File: config.mk
export PLATFORM = sky130hd
export DESIGN_NAME = xxh_front_flat
export DESIGN_NICKNAME = d
export VERILOG_FILES = /design/src/sv/xxh_pkg.sv /design/src/sv/xxh_if.sv /design/src/sv/xxh_front.sv /design/src/flat_wrapper.sv
export SDC_FILE = /design/constraint.sdc
export NUM_CORES = 1
export LEC_CHECK = 0
export BUFFER_PORTS_ARGS = -buffer_cell sky130_fd_sc_hd__buf_4
export CORE_ASPECT_RATIO = 1.2
export CORE_UTILIZATION = 55
export CTS_BUF_LIST = sky130_fd_sc_hd__clkbuf_8
export DETAILED_ROUTE_END_ITERATION = 10
export HOLD_SLACK_MARGIN = 0.06
export PLACE_DENSITY_LB_ADDON = 0.1
export SETUP_SLACK_MARGIN = 0.3
export SKIP_LAST_GASP = 1
export SYNTH_ARGS = -nofsm -noshare
export SYNTH_HDL_FRONTEND = slang
export SYNTH_SLANG_ARGS = --single-unit
File: constraint.sdc
create_clock -name clk -period 6.68 [get_ports clk]
set_input_delay 0.334 -clock clk [delete_from_list [all_inputs] [get_ports clk]]
set_output_delay 0.334 -clock clk [all_outputs]
set_load 0.01 [all_outputs]
File: src/sv/xxh_pkg.sv
// ----------------------------------------------------------------------------
// xxh_pkg
// Shared constants, types and helpers for the streaming XXH64 hasher.
// ----------------------------------------------------------------------------
package xxh_pkg;

	localparam logic [63:0] PR1 = 64'h9E3779B185EBCA87;
	localparam logic [63:0] PR2 = 64'hC2B2AE3D27D4EB4F;
	localparam logic [63:0] PR3 = 64'h165667B19E3779F9;
	localparam logic [63:0] PR4 = 64'h85EBCA77C2B2AE63;
	localparam logic [63:0] PR5 = 64'h27D4EB2F165667C5;

	// configuration register indexes
	localparam logic CFG_SEED    = 1'b0;
	localparam logic CFG_ADD_LEN = 1'b1;

	localparam logic [3:0] FULL_COUNT = 4'd8;

	typedef struct packed {
		logic [63:0] word;
		logic [3:0]  cnt;
		logic        last;
	} item_t;

	function automatic logic [63:0] rotl(input logic [63:0] x, input int unsigned r);
		rotl = (x << r) | (x >> (64 - r));
	endfunction

endpackage

File: src/sv/xxh_if.sv
// ----------------------------------------------------------------------------
// xxh_if
// Valid/ready channels of the hasher: message words, hash results, register
// writes.
// ----------------------------------------------------------------------------
interface xxh_msg_if;
	logic        valid;
	logic        ready;
	logic [63:0] data_word;
	logic [3:0]  byte_count;
	logic        last_word;
	modport source (output valid, data_word, byte_count, last_word, input ready);
	modport sink   (input valid, data_word, byte_count, last_word, output ready);
endinterface


File: src/sv/xxh_front.sv
// ----------------------------------------------------------------------------
// xxh_front
// Takes message beats, trims count and masks unused bytes, and queues them
// in a two-entry queue for the round engine.
// ----------------------------------------------------------------------------
module xxh_front (
	input  logic           clk,
	input  logic           arst_n,
	xxh_msg_if.sink        msg,
	output logic           q_valid,
	output xxh_pkg::item_t q_item,
	input  logic           q_pop
);
	xxh_pkg::item_t ent_q [2];
	logic           wr_ptr_q;
	logic           rd_ptr_q;
	logic [1:0]     fill_q;
	logic           push;
	logic [3:0]     cnt_eff;
	logic [63:0]    word_m;

	// non-last beats are always full; oversize counts clamp to eight
	always_comb begin
		if (!msg.last_word || msg.byte_count > xxh_pkg::FULL_COUNT)
			cnt_eff = xxh_pkg::FULL_COUNT;
		else
			cnt_eff = msg.byte_count;
		for (int i = 0; i < 8; i++) begin
			word_m[i*8 +: 8] = (4'(i) < cnt_eff) ? msg.data_word[i*8 +: 8] : 8'd0;
		end
	end

	assign msg.ready = (fill_q != 2'd2);
	assign push      = msg.valid && msg.ready;
	assign q_valid   = (fill_q != 2'd0);
	assign q_item    = ent_q[rd_ptr_q];

	always_ff @(posedge clk or negedge arst_n) begin
		if (!arst_n) begin
			wr_ptr_q <= 1'b0;
			rd_ptr_q <= 1'b0;
			fill_q   <= 2'd0;
		end else begin
			if (push) wr_ptr_q <= ~wr_ptr_q;
			if (q_pop) rd_ptr_q <= ~rd_ptr_q;
			fill_q <= fill_q + 2'(push) - 2'(q_pop);
		end
	end

	always_ff @(posedge clk) begin
		if (push) begin
			ent_q[wr_ptr_q] <= '{word: word_m, cnt: cnt_eff, last: msg.last_word};
		end
	end
endmodule

File: src/flat_wrapper.sv
// flat-port wrapper written by rule: the top's interface ports become plain ports
module xxh_front_flat 
  (clk, arst_n, q_valid, q_item, q_pop, msg_valid, msg_data_word, msg_byte_count, msg_last_word, msg_ready);
  xxh_msg_if msg_i ();
  input  logic clk;
  input  logic arst_n;
  output logic q_valid;
  output xxh_pkg::item_t q_item;
  input  logic q_pop;
  input wire logic [$bits(msg_i.valid)-1:0] msg_valid;
  input wire logic [$bits(msg_i.data_word)-1:0] msg_data_word;
  input wire logic [$bits(msg_i.byte_count)-1:0] msg_byte_count;
  input wire logic [$bits(msg_i.last_word)-1:0] msg_last_word;
  output wire logic [$bits(msg_i.ready)-1:0] msg_ready;
  assign msg_i.valid = msg_valid;
  assign msg_i.data_word = msg_data_word;
  assign msg_i.byte_count = msg_byte_count;
  assign msg_i.last_word = msg_last_word;
  assign msg_ready = msg_i.ready;
  xxh_front u_core (.clk(clk), .arst_n(arst_n), .msg(msg_i), .q_valid(q_valid), .q_item(q_item), .q_pop(q_pop));
endmodule
After elaboration in Yosys (flattened, before gate mapping)
Memory sizes are Yosys's and may differ from the RTL's. Index checks and enable logic that the tools add are counted.

Reductions and logical operators: 4. Eq/ne operators: 1. Bitwise gates (word level): 2. Add/subtract/negate cells: 2. Mux-type cells: 11. Magnitude comparators: 9.

Operators by type and width (number): two-way mux 8 bit (8); < comparator 3 x 4 -> 1 bit, first input constant (4); < comparator 1 x 4 -> 1 bit, first input constant (2); < comparator 2 x 4 -> 1 bit, first input constant (2); > comparator 4 bit, second input constant (1); two-way mux 4 bit (1); adder 2 x 1 -> 2 bit (1); two-way mux 1 bit (2); != test 2 bit, second input constant (1); inverter 1 bit (2); nonzero test 2 bit (1); subtractor 2 x 1 -> 2 bit (1); logical AND 1 bit (1); zero test 1 bit (1); logical OR 1 bit (1).

Word-level logic and storage cells: 33. Memories kept: 1. Bits in writable memories: 138. Flip-flop bits (word level): 4.

Memories: u_core.ent_q (depth 2, bits a word 69, read ports 1, clocked after Yosys merged registers in 0, write ports 1, RTL line xxh_front.sv:14) `xxh_pkg::item_t ent_q [2];`.

Longest topological paths before layout
Gate-level depths: netlist of run 1.

Depth in word-level cells: 5. Mapped depth: 6. Mapped depth without buffers: 6.

Worst setup path after synthesis of run 1
OpenSTA, ideal clock, no wires.

Path type: register to register. From: reg u_core.fill_q[1]. To: mem u_core.ent_q[0][0] in the netlist's numbering (enable). Data arrival time: 3.539 ns. Setup time: 0.496 ns. Clock period less this slack: 4.036 ns. Path slack: 2.644 ns. Buffers on the path: 0. Cell stages (with the launch flop): 4. Path through: dfrtp_1 -> nand2b_1 -> nand2_1 -> nor2_1.

Longest elaborated chain between the ends: 4.

RTL lines: from (decl) (RTL line xxh_front.sv:17) `logic [1:0] fill_q;`; from (signal assigned) (RTL line xxh_front.sv:46) `fill_q <= fill_q + 2'(push) - 2'(q_pop);`; != test 2 bit (RTL line xxh_front.sv:33) `assign msg.ready = (fill_q != 2'd2);`; net msg_ready (RTL line flat_wrapper.sv:14) `output wire logic [$bits(msg_i.ready)-1:0] msg_ready;`; logical AND 1 bit (RTL line xxh_front.sv:34) `assign push = msg.valid && msg.ready;`; two-way mux 1 bit (RTL line xxh_front.sv:51) `if (push) begin`; two-way mux 1 bit (not written as such) (RTL line xxh_front.sv:52) `ent_q[wr_ptr_q] <= '{word: word_m, cnt: cnt_eff, last: msg.last_word};`; to (decl) (RTL line xxh_front.sv:14).

The timed path passes the listed nets, and every way through them passes these cells.

==> qor.yml, run 1 <==
worst_setup_path:
  crit_required_ns: 6.35
  crit_arrival_ns: 2.36
  worst_path_most_repeated_cell: "buf_4"
  crit_type: "flop to output port"
  critPathCaptureType: "output port"
  slowest_stage: "buf_4"
  reg2reg_slack_ns: 4.45
  path_max_fanout: 54
  cp-start-kind: "flop"
  crit_chain: "buf_4, mux2_2, buf_4"
  slowest_delay_ns: 0.67
power:
  power_density_nw_per_um2: 409
  leakage_nw: 2.83
  irDropWorstVdd_v: 0.000360
hold_path:
  hp-class: "primary input to flop"
routing:
  routed-via-count: 3132
  routed_wl_um: 10600
  antenna_left: 0
  drtIter0Drc: 168
  post_drt_wl_per_cell_um: 17.4
  first_pass_iters: 5
  routed_via_density: 5.13
  drcViolationCount: 0
clocking:
  cts-root-buf: "clkbuf_8"
  cts_resized: 0
  cts-htree-levels: 4
  clk_pin_slew_worst_paths_ns: 0.07
  cts_inserted_buffers: 17
  cts_sinks: 142
  cts_tree: "yes"
  clk_path_buf_depth: 2
  clkLatencyLatePin_ns: 0.43
layout:
  nets: 547
  num-fill-cells: 662
  syn_to_final_growth_pct: 29.8
  diodes: 0
  multi_input_area_um2: 1410
  ff_latch_area_um2: 4250
  drive_gt1_share_pct: 51.9
floorplan:
  die_x_um: 94.9
  core-area_um2: 10100
  dieArea_um2: 10800
  initial_core_util_pct: 56.7
  io_pins: 144
  row_count: 40
  die_h_um: 114
yosys:
  yosysUniqueCellTypes: 24
  synth_nets: 389
  syn_inst: 314
  seq_area_frac_synth_pct: 74.5
  avgSynthCellArea_um2: 18.2
  yosys_warnings: 0
  synth_seq_cells: 142
  synthesis.area_um2: 5700
timing:
  max_freq_mhz: 372
  grt_setup_unrepaired: "false"
  min_period_ns: 2.69
  finClkSkew_ns: 0.00606
  setup-tns-final_ns: 0
  finalCritPeriodShare_pct: 40.3
  worst_pin_slew_ns: 0.981
  maxSlewHeadroom_pct: 34.6
  hold_violations: 0
  hold_ws_ns: 0.115
  setup_viol: 0
  slew_viol_final: 0
outcome:
  status: "completed"
global_routing:
  first_global_vias: 3313
  grt_max_degree: 70
  grt_pass1_wl_um: 15900
  grt_use_total_pct: 20.8
  antenna_found_initial: 0
  grt-ovfl-total: 0
placed_design:
  portBuffers: 143
  dp_hpwl_um: 6640
  place_congestion: 0.706
job:
  cap_viol_max_count: 0
-- metal layers --
metal	GRT usage [%]	vias to the layer above	part of all wire, %
met4	9.60	0	1.1
met3	7.80	10	7.1
li1	-	1487	-
met1	22.9	1514	38
met2	35.5	121	54
met5	0	-	0
-- logic make-up after synthesis --
group | after synthesis | share of synthesized area (%)
multiplexers | 69 | 13.6
AND/OR/NAND/NOR | 84 | 9.81
adder cells (fa/ha/maj) | 2 | 0.439
XOR/XNOR | 4 | 0.615
flip-flops | 142 | 74.5
buffers and inverters | 12 | 0.944
AO/OA/AOI/OAI | 1 | 0.0877
-- through the flow --
stage	power (W)	setup slack, ns	util (%)	instances	cell area [µm²]
4_1_cts	0.00306	3.93	73.5	610	7400
5_1_grt	0.00317	3.84	73.5	610	7400
6_report	0.00303	3.99	73.5	610	7400
3_5_place_dp	0.00228	4.44	68.8	577	6920
2_1_floorplan	0.00185	2.64	-	314	5700
3_3_place_gp	0.00226	4.45	68.8	577	6920
-- layout make-up --
| class | count | share of cell area [%] |
|---|---|---|
| clock buffers | 17 | 3.16 |
| clock inverters | 14 | 3.01 |
| inverters | 4 | 0.203 |
| multi-input cells | 160 | 19.1 |
| flip-flops and latches | 142 | 57.4 |
| well taps | 126 | 2.13 |
| repair buffers | 147 | 15.0 |
-- Yosys cell counts --
library cell | instances | area [µm²]
edfxtp_1 | 138 | 4140
mux2_2 | 69 | 777
and2_1 | 51 | 319
and2b_1 | 12 | 90.1
buf_2 | 7 | 35.0
nand2_1 | 6 | 22.5
dfrtp_1 | 4 | 100
nor2b_1 | 4 | 25.0
inv_1 | 3 | 11.3
xnor2_1 | 3 | 26.3
ha_1 | 2 | 25.0
nand2_4 | 2 | 22.5
nor2_1 | 2 | 7.51
and3_1 | 1 | 6.26
clkbuf_1 | 1 | 3.75
inv_2 | 1 | 3.75
nand2b_1 | 1 | 6.26
nand3_1 | 1 | 5.00
nor2b_4 | 1 | 13.8
nor3_4 | 1 | 16.3
nor3b_4 | 1 | 18.8
o21ai_0 | 1 | 5.00
or2_2 | 1 | 6.26
xor2_1 | 1 | 8.76
-- registers in the layout, summed over array words and instances, names as in the netlist --
signal / cells
u_core.ent_q: 138
u_core.fill_q: 2
u_core.rd_ptr_q: 1
u_core.wr_ptr_q: 1
-- critical path, delay by kind of cell (launching register included) --
family | cells | cell delay [ns]
buffers and inverters | 2 | 0.82
flip-flops | 1 | 0.62
multiplexers | 1 | 0.44
-- path summary, 6_finish.rpt --
kind / startpoint / end / depth (start not counted)
worst max-delay path: u_core.rd_ptr_q / q_item[7] / 3
worst min-delay path: msg_last_word / u_core.ent_q[0][0] / 1
worst max register to register: u_core.fill_q[1] / u_core.ent_q[0][5] / 4
worst min register to register: u_core.fill_q[1] / u_core.fill_q[1] / 1
max in group asynchronous: arst_n / u_core.rd_ptr_q / 2
min in group asynchronous: arst_n / u_core.wr_ptr_q / 2
-- repair_timing --
action                    in CTS  in global routing
hold buffers                   2                  0
setup buffers                  0                  0
hold endpoints to repair       5                  0
-- placed cells by master, fill, tap and decap left out, types with 2 or more instances in the layout --
cell type / n
and2_1: 51
and2b_1: 12
buf_4: 145
bufinv_16: 6
clkbuf_8: 17
clkinv_1: 4
clkinvlp_4: 3
dfrtp_1: 3
dlygate4sd3_1: 2
edfxtp_1: 138
ha_1: 2
inv_1: 3
mux2_2: 69
nand2_1: 6
nand2_4: 2
nor2b_1: 4
xnor2_1: 3
-- power breakdown --
group | switching, W | internal [W] | leakage, nW | total, W
clock | 0.000301 | 0.000474 | 0.218 | 0.000775
sequential | 0.0000696 | 0.00123 | 1.34 | 0.00130
combinational | 0.000459 | 0.000496 | 1.27 | 0.000955
total | 0.000830 | 0.00220 | 2.83 | 0.00303
No activity file was read; power rests on OpenSTA's default activity.
==> run 2, diff against run 1 <==
--- a/config.mk
+++ b/config.mk
@@ -7,7 +7,7 @@
 export LEC_CHECK = 0
 export BUFFER_PORTS_ARGS = -buffer_cell sky130_fd_sc_hd__buf_4
 export CORE_ASPECT_RATIO = 1.2
-export CORE_UTILIZATION = 55
+export CORE_UTILIZATION = 50
 export CTS_BUF_LIST = sky130_fd_sc_hd__clkbuf_8
 export DETAILED_ROUTE_END_ITERATION = 10
 export HOLD_SLACK_MARGIN = 0.06
==> constraint.sdc (replaced) <==
create_clock -name clk -period 2.47 [get_ports clk]
set_input_delay 0.1235 -clock clk [delete_from_list [all_inputs] [get_ports clk]]
set_output_delay 0.1235 -clock clk [all_outputs]
set_load 0.01 [all_outputs]
==> run 2 against run 1 <==
Net effect:
- via count is 8.4% higher
- routed wire length is 8.8% higher
- setup slack worse by 3.6 ns
- power grew to 2.7 times the previous value
- flip-flop and latch count stayed put
- sequential power grew to 2.7 times the previous value
- final cell count is 16% higher
- clock power is 130% higher
- clock-buffer cell count stayed put
- die area is 9.8% higher
- combinational power grew to 2.9 times the previous value
- largest cell class unchanged
- highest routed layer unchanged
==> qor.yml, run 2 (same netlist as run 1, synthesis figures left out) <==
worst_setup_path:
  crit_type: "flop to output port"
  slowest_delay_ns: 0.67
  crit_family: "flip-flops"
  slowest_stage: "dfrtp_2"
  path_max_fanout: 28
  crit_required_ns: 2.35
  critPathCaptureType: "output port"
  crit_buf_inv: 2
  crit_chain: "buf_12, mux2_2, buf_4"
  cp-start-kind: "flop"
  crit_arrival_ns: 1.91
timing:
  hold_violations: 0
  min_period_ns: 2.04
  finClkSkew_ns: 0.00833
  layout_setup_ws_ns: 0.434
  setup_viol: 0
  worst_pin_slew_ns: 0.590
  max_freq_mhz: 491
  grt_setup_unrepaired: "false"
  slew_viol_final: 0
  maxSlewHeadroom_pct: 60.6
  hold_ws_ns: 0.0838
  finalCritPeriodShare_pct: 82.4
  setup-tns-final_ns: 0
routing:
  post_drt_wl_per_cell_um: 16.2
  wl_met2_um: 6060
  drcViolationCount: 0
  routed_via_density: 4.79
  routed-via-count: 3394
  highest_layer: "met4"
  antenna_left: 0
  wl_met1_um: 4760
  route.met3.wl_um: 566
  first_pass_iters: 4
  drtIter0Drc: 161
  routed_wl_um: 11500
layout:
  nets: 617
  drive_gt1_share_pct: 45.6
  syn_to_final_growth_pct: 42.0
  layout_common_cells: "buf_4 (145), edfxtp_1 (138), mux2_2 (69), dlygate4sd3_1 (69), and2_1 (51)"
  top_register: "u_core.ent_q"
  multi_input_area_um2: 1410
  ff_latch_area_um2: 4250
  diodes: 0
  final_common_cell: "buf_4"
  final_core_util_pct: 73.0
  largest_register_ffs: 138
  num-fill-cells: 716
  top_regs: "u_core.ent_q (138), u_core.fill_q (2)"
clocking:
  cts-htree-levels: 4
  cts_inserted_buffers: 17
  cts_resized: 0
  cts_setup_buffers: 0
  clk_path_buf_depth: 2
  clkLatencyLatePin_ns: 0.43
  clk_pin_slew_worst_paths_ns: 0.08
  cts-hold-fix-buffers: 69
  cts_tree: "yes"
  cts_sinks: 142
  cts-root-buf: "clkbuf_8"
floorplan:
  dieArea_um2: 11800
  initial_core_util_pct: 51.4
  core-area_um2: 11100
  die_x_um: 99.5
  io_pins: 144
  die_h_um: 119
  row_count: 42
global_routing:
  grt_use_total_pct: 20.4
  first_global_vias: 3583
  grt_max_degree: 44
  grt_pass1_wl_um: 17600
  antenna_found_initial: 0
  grt-ovfl-total: 0
outcome:
  status: "completed"
power:
  power_density_nw_per_um2: 1000
  leakage_nw: 3.12
  irDropWorstVdd_v: 0.000840
hold_path:
  hp-class: "primary input to flop"
job:
  cap_viol_max_count: 0
placed_design:
  dp_hpwl_um: 6880
  place_congestion: 0.704
  place_ws_ns: 0.815
  portBuffers: 143
[run 2: cell count changes in the layout (fill, tap and decap cells not counted), sizes merged]
cell / delta
dlygate4sd3: +67
buf: +3
bufinv: -3
clkinv: +3
inv: +2
clkinvlp: -1
[run 2: worst register-to-register path, stage by stage, from the launching register on]
cell	delay (ns)
dfrtp_1	0.41
nand2b_1	0.12
and3_4	0.47
buf_12	0.31
[run 2: area by class of cell]
| class | instances | share of cell area, % |
|---|---|---|
| Clock buffer | 17 | 2.89 |
| Clock inverter | 15 | 1.92 |
| Inverter | 4 | 0.185 |
| Multi-Input combinational cell | 160 | 17.5 |
| Sequential cell | 142 | 52.4 |
| Tap cell | 154 | 2.38 |
| Timing Repair Buffer | 217 | 22.7 |
[run 2: metal layers]
layer | vias up | global-route usage (%)
met2 | 102 | 35.6
met1 | 1651 | 23.6
li1 | 1632 | -
met5 | - | 0
met4 | 0 | 7.63
met3 | 9 | 6.04
[run 2: path summary, 6_finish.rpt]
check / startpoint / to / slack [ns] / cells past startpoint
worst min register to register: u_core.fill_q[1] / u_core.fill_q[1] / 0.52 / 1
worst max register to register: u_core.fill_q[1] / u_core.ent_q[1][2] / 0.80 / 3
max in group asynchronous: arst_n / u_core.rd_ptr_q / 1.70 / 3
worst max-delay path: u_core.rd_ptr_q / q_item[43] / 0.43 / 3
worst min-delay path: msg_valid / u_core.wr_ptr_q / 0.08 / 3
min in group asynchronous: arst_n / u_core.rd_ptr_q / 0.58 / 3
[run 2: metrics by stage]
stage / power [W] / std cells / cell area (µm²)
floorplan: 0.00498 / 314 / 5710
global placement: 0.00623 / 608 / 7020
detailed placement: 0.00627 / 608 / 7020
CTS: 0.00817 / 709 / 8100
global route: 0.00847 / 709 / 8100
finish: 0.00810 / 709 / 8100
[run 2: power by group]
part           internal (W)  switching (W)
Combinational       0.00149        0.00129
Sequential          0.00331       0.000193
Clock              0.000975       0.000837
==> run 3, diff against run 2 <==
--- a/config.mk
+++ b/config.mk
@@ -5,9 +5,10 @@
 export SDC_FILE = /design/constraint.sdc
 export NUM_CORES = 1
 export LEC_CHECK = 0
+export ABC_AREA = 1
 export BUFFER_PORTS_ARGS = -buffer_cell sky130_fd_sc_hd__buf_4
 export CORE_ASPECT_RATIO = 1.2
-export CORE_UTILIZATION = 50
+export CORE_UTILIZATION = 55
 export CTS_BUF_LIST = sky130_fd_sc_hd__clkbuf_8
 export DETAILED_ROUTE_END_ITERATION = 10
 export HOLD_SLACK_MARGIN = 0.06
==> constraint.sdc (replaced) <==
create_clock -name clk -period 2 [get_ports clk]
set_input_delay 0.1 -clock clk [delete_from_list [all_inputs] [get_ports clk]]
set_output_delay 0.1 -clock clk [all_outputs]
set_load 0.01 [all_outputs]
==> run 3 against run 2 <==
Net effect:
- synthesized cell count up 68%
- clock power up 40%
- core utilization up 11 points
- critical path depth up 1
- clock-buffer cell count unchanged
- combinational power up 79%
- highest routed layer unchanged
==> qor.yml, run 3 <==
outcome:
  status: "completed"
routing:
  drtIter0Drc: 275
  routed_wl_um: 14900
  routed-via-count: 4575
  routed_via_density: 5.06
  post_drt_wl_per_cell_um: 16.4
  drcViolationCount: 0
  antenna_left: 0
  first_pass_iters: 4
layout:
  syn_to_final_growth_pct: 49.5
  layout_common_cells: "buf_4 (146), edfxtp_1 (138), inv_1 (130)"
  design_area_um2: 8870
  nets: 838
  drive_gt1_share_pct: 34.7
  num-fill-cells: 536
  top_register: "u_core.ent_q"
  final_common_cell: "buf_4"
  diodes: 0
  top_regs: "u_core.ent_q (138), u_core.fill_q (2)"
  fin_cells: 905
  largest_register_ffs: 138
worst_setup_path:
  path_max_fanout: 25
  slowest_delay_ns: 0.51
  worst_path_most_repeated_cell: "buf_12"
  crit_type: "flop to output port"
  crit_chain: "buf_12, buf_12, o21ai_1, buf_4"
  ff2ff_path_depth: 4
  crit_required_ns: 1.90
  crit_arrival_ns: 1.61
  critPathCaptureType: "output port"
  r2r-end: "u_core.ent_q[1][51]"
  slowest_stage: "dfrtp_4"
  rr_startpoint: "u_core.fill_q[1]"
  cp-start-kind: "flop"
  reg2reg_slack_ns: 0.41
floorplan:
  row_count: 41
  initial_core_util_pct: 56.4
  die_h_um: 116
  core-area_um2: 10500
  die_x_um: 96.8
  dieArea_um2: 11200
  io_pins: 144
global_routing:
  grt_pass1_wl_um: 21100
  grt_use_total_pct: 25.1
  antenna_found_initial: 0
  grt_max_degree: 51
  grt-ovfl-total: 0
  first_global_vias: 4474
clocking:
  clkLatencyLatePin_ns: 0.44
  cts-htree-levels: 4
  cts-root-buf: "clkbuf_8"
  clk_path_buf_depth: 2
  cts_tree: "yes"
  cts_inserted_buffers: 17
  clk_pin_slew_worst_paths_ns: 0.08
  cts_sinks: 142
yosys:
  yosys.area.top_type_share_pct: 69.8
  synth_edf_count: 138
  synthesis.area_um2: 5940
  seq_area_frac_synth_pct: 71.5
  synthArstFlopShare_pct: 2.82
  yosysMostFrequentCell: "edfxtp_1"
  synthFlopType: "edfxtp_1"
  yosys_warnings: 0
  yosys-top-cells-area: "edfxtp_1 (70%), inv_1 (8.3%), nand2_1 (6.8%)"
  synth_nets: 601
  avgSynthCellArea_um2: 11.3
  synth_seq_cells: 142
  yosys.area.top_type: "edfxtp_1"
  synthTopCellsByCount: "edfxtp_1 (138), inv_1 (131), nand2_1 (108)"
  yosysUniqueCellTypes: 23
  syn_inst: 526
timing:
  maxSlewHeadroom_pct: 72.9
  min_period_ns: 1.71
  worst_pin_slew_ns: 0.403
  max_freq_mhz: 585
  layout_setup_ws_ns: 0.291
  finalCritPeriodShare_pct: 85.5
  hold_ws_ns: 0.0993
  finClkSkew_ns: 0.0138
  grt_setup_unrepaired: "true"
  setup_viol: 0
  hold_violations: 0
  slew_viol_final: 0
power:
  leakage_nw: 4.02
  total_power_w: 0.0118
  power_density_nw_per_um2: 1330
  irDropWorstVdd_v: 0.000936
job:
  cap_viol_max_count: 0
placed_design:
  placed_area_um2: 7220
  portBuffers: 143
  place_congestion: 0.741
  place_ws_ns: 0.439
  dp_hpwl_um: 8060
  dp.cells: 791
hold_path:
  hold_end: "u_core.ent_q[0][15]"
  hp-class: "primary input to flop"
  hold_path_depth: 2
  hold_start: "msg_data_word[10]"
## run 3: changes by cell type after synthesis, sizes merged, moves of 3 or more
cell    change
nand2     +101
buf         +3
nor2       +29
nor2b       -5
and2b      -12
and2       -51
xnor2       -3
inv       +129
clkbuf      +6
mux2       -69
a21boi     +16
o21ai      +68
nand3       +3
## run 3: metrics by stage
stage / TNS, ns / utilization (%)
after CTS: 0 / 80.4
after global placement: 0 / 68.7
after floorplan: -6.37 / -
after detailed placement: 0 / 68.7
final: 0 / 84.4
after global routing: 0 / 84.4
## run 3: repair_timing
item	4_1_cts	5_1_grt
cloned	0	6
endpoints found under the setup margin	62	67
hold buffers	69	0
hold endpoints to repair	137	0
setup buffers	7	0
pin swaps	0	2
resized for setup	47	110
## run 3: per-layer routing
metal	global-route usage, %	share of wire, %
met1	28.6	38
met2	45.0	55
met3	6.15	4.9
met4	11.8	2.2
met5	0	0
## run 3: how the worst max path moves through the flow
stage                           from                  to  cells past startpoint
floorplan           u_core.fill_q[0]  u_core.ent_q[0][0]                      6
global placement    u_core.fill_q[1]  u_core.ent_q[1][9]                      4
detailed placement  u_core.fill_q[1]  u_core.ent_q[1][9]                      4
CTS                  u_core.rd_ptr_q          q_item[49]                      4
global route         u_core.rd_ptr_q          q_item[17]                      5
finish               u_core.rd_ptr_q          q_item[15]                      4
## run 3: area by class of cell
type / instances / area, µm² / share of cell area (%)
clock buffers: 17 / 234 / 2.64
clock inverters: 15 / 201 / 2.27
inverters: 133 / 503 / 5.67
multi-input cells: 234 / 1400 / 15.7
flip-flops and latches: 142 / 4250 / 47.9
well taps: 129 / 161 / 1.82
repair buffers: 235 / 2130 / 24.0
## run 3: kinds of logic (layout without fill, tap and decap cells)
group,after synthesis,after routing,share of synthesized area (%)
buffers and inverters,150,400,9.99
AND/OR/NAND/NOR,145,145,10.0
adder cells (fa/ha/maj),2,2,0.422
flip-flops,142,142,71.5
XOR/XNOR,1,1,0.148
AO/OA/AOI/OAI,86,86,7.93
## run 3: where the power goes
group          switching [W]  internal [W]
registers           0.000205       0.00409
clock network        0.00107       0.00146
logic                0.00268       0.00230
total                0.00395       0.00785
## run 3: critical path, delay by kind of cell (launching register included)
family | cells | cell delay, ns
flip-flops | 1 | 0.51
AO/OA/AOI/OAI | 1 | 0.16
buffers and inverters | 3 | 0.48
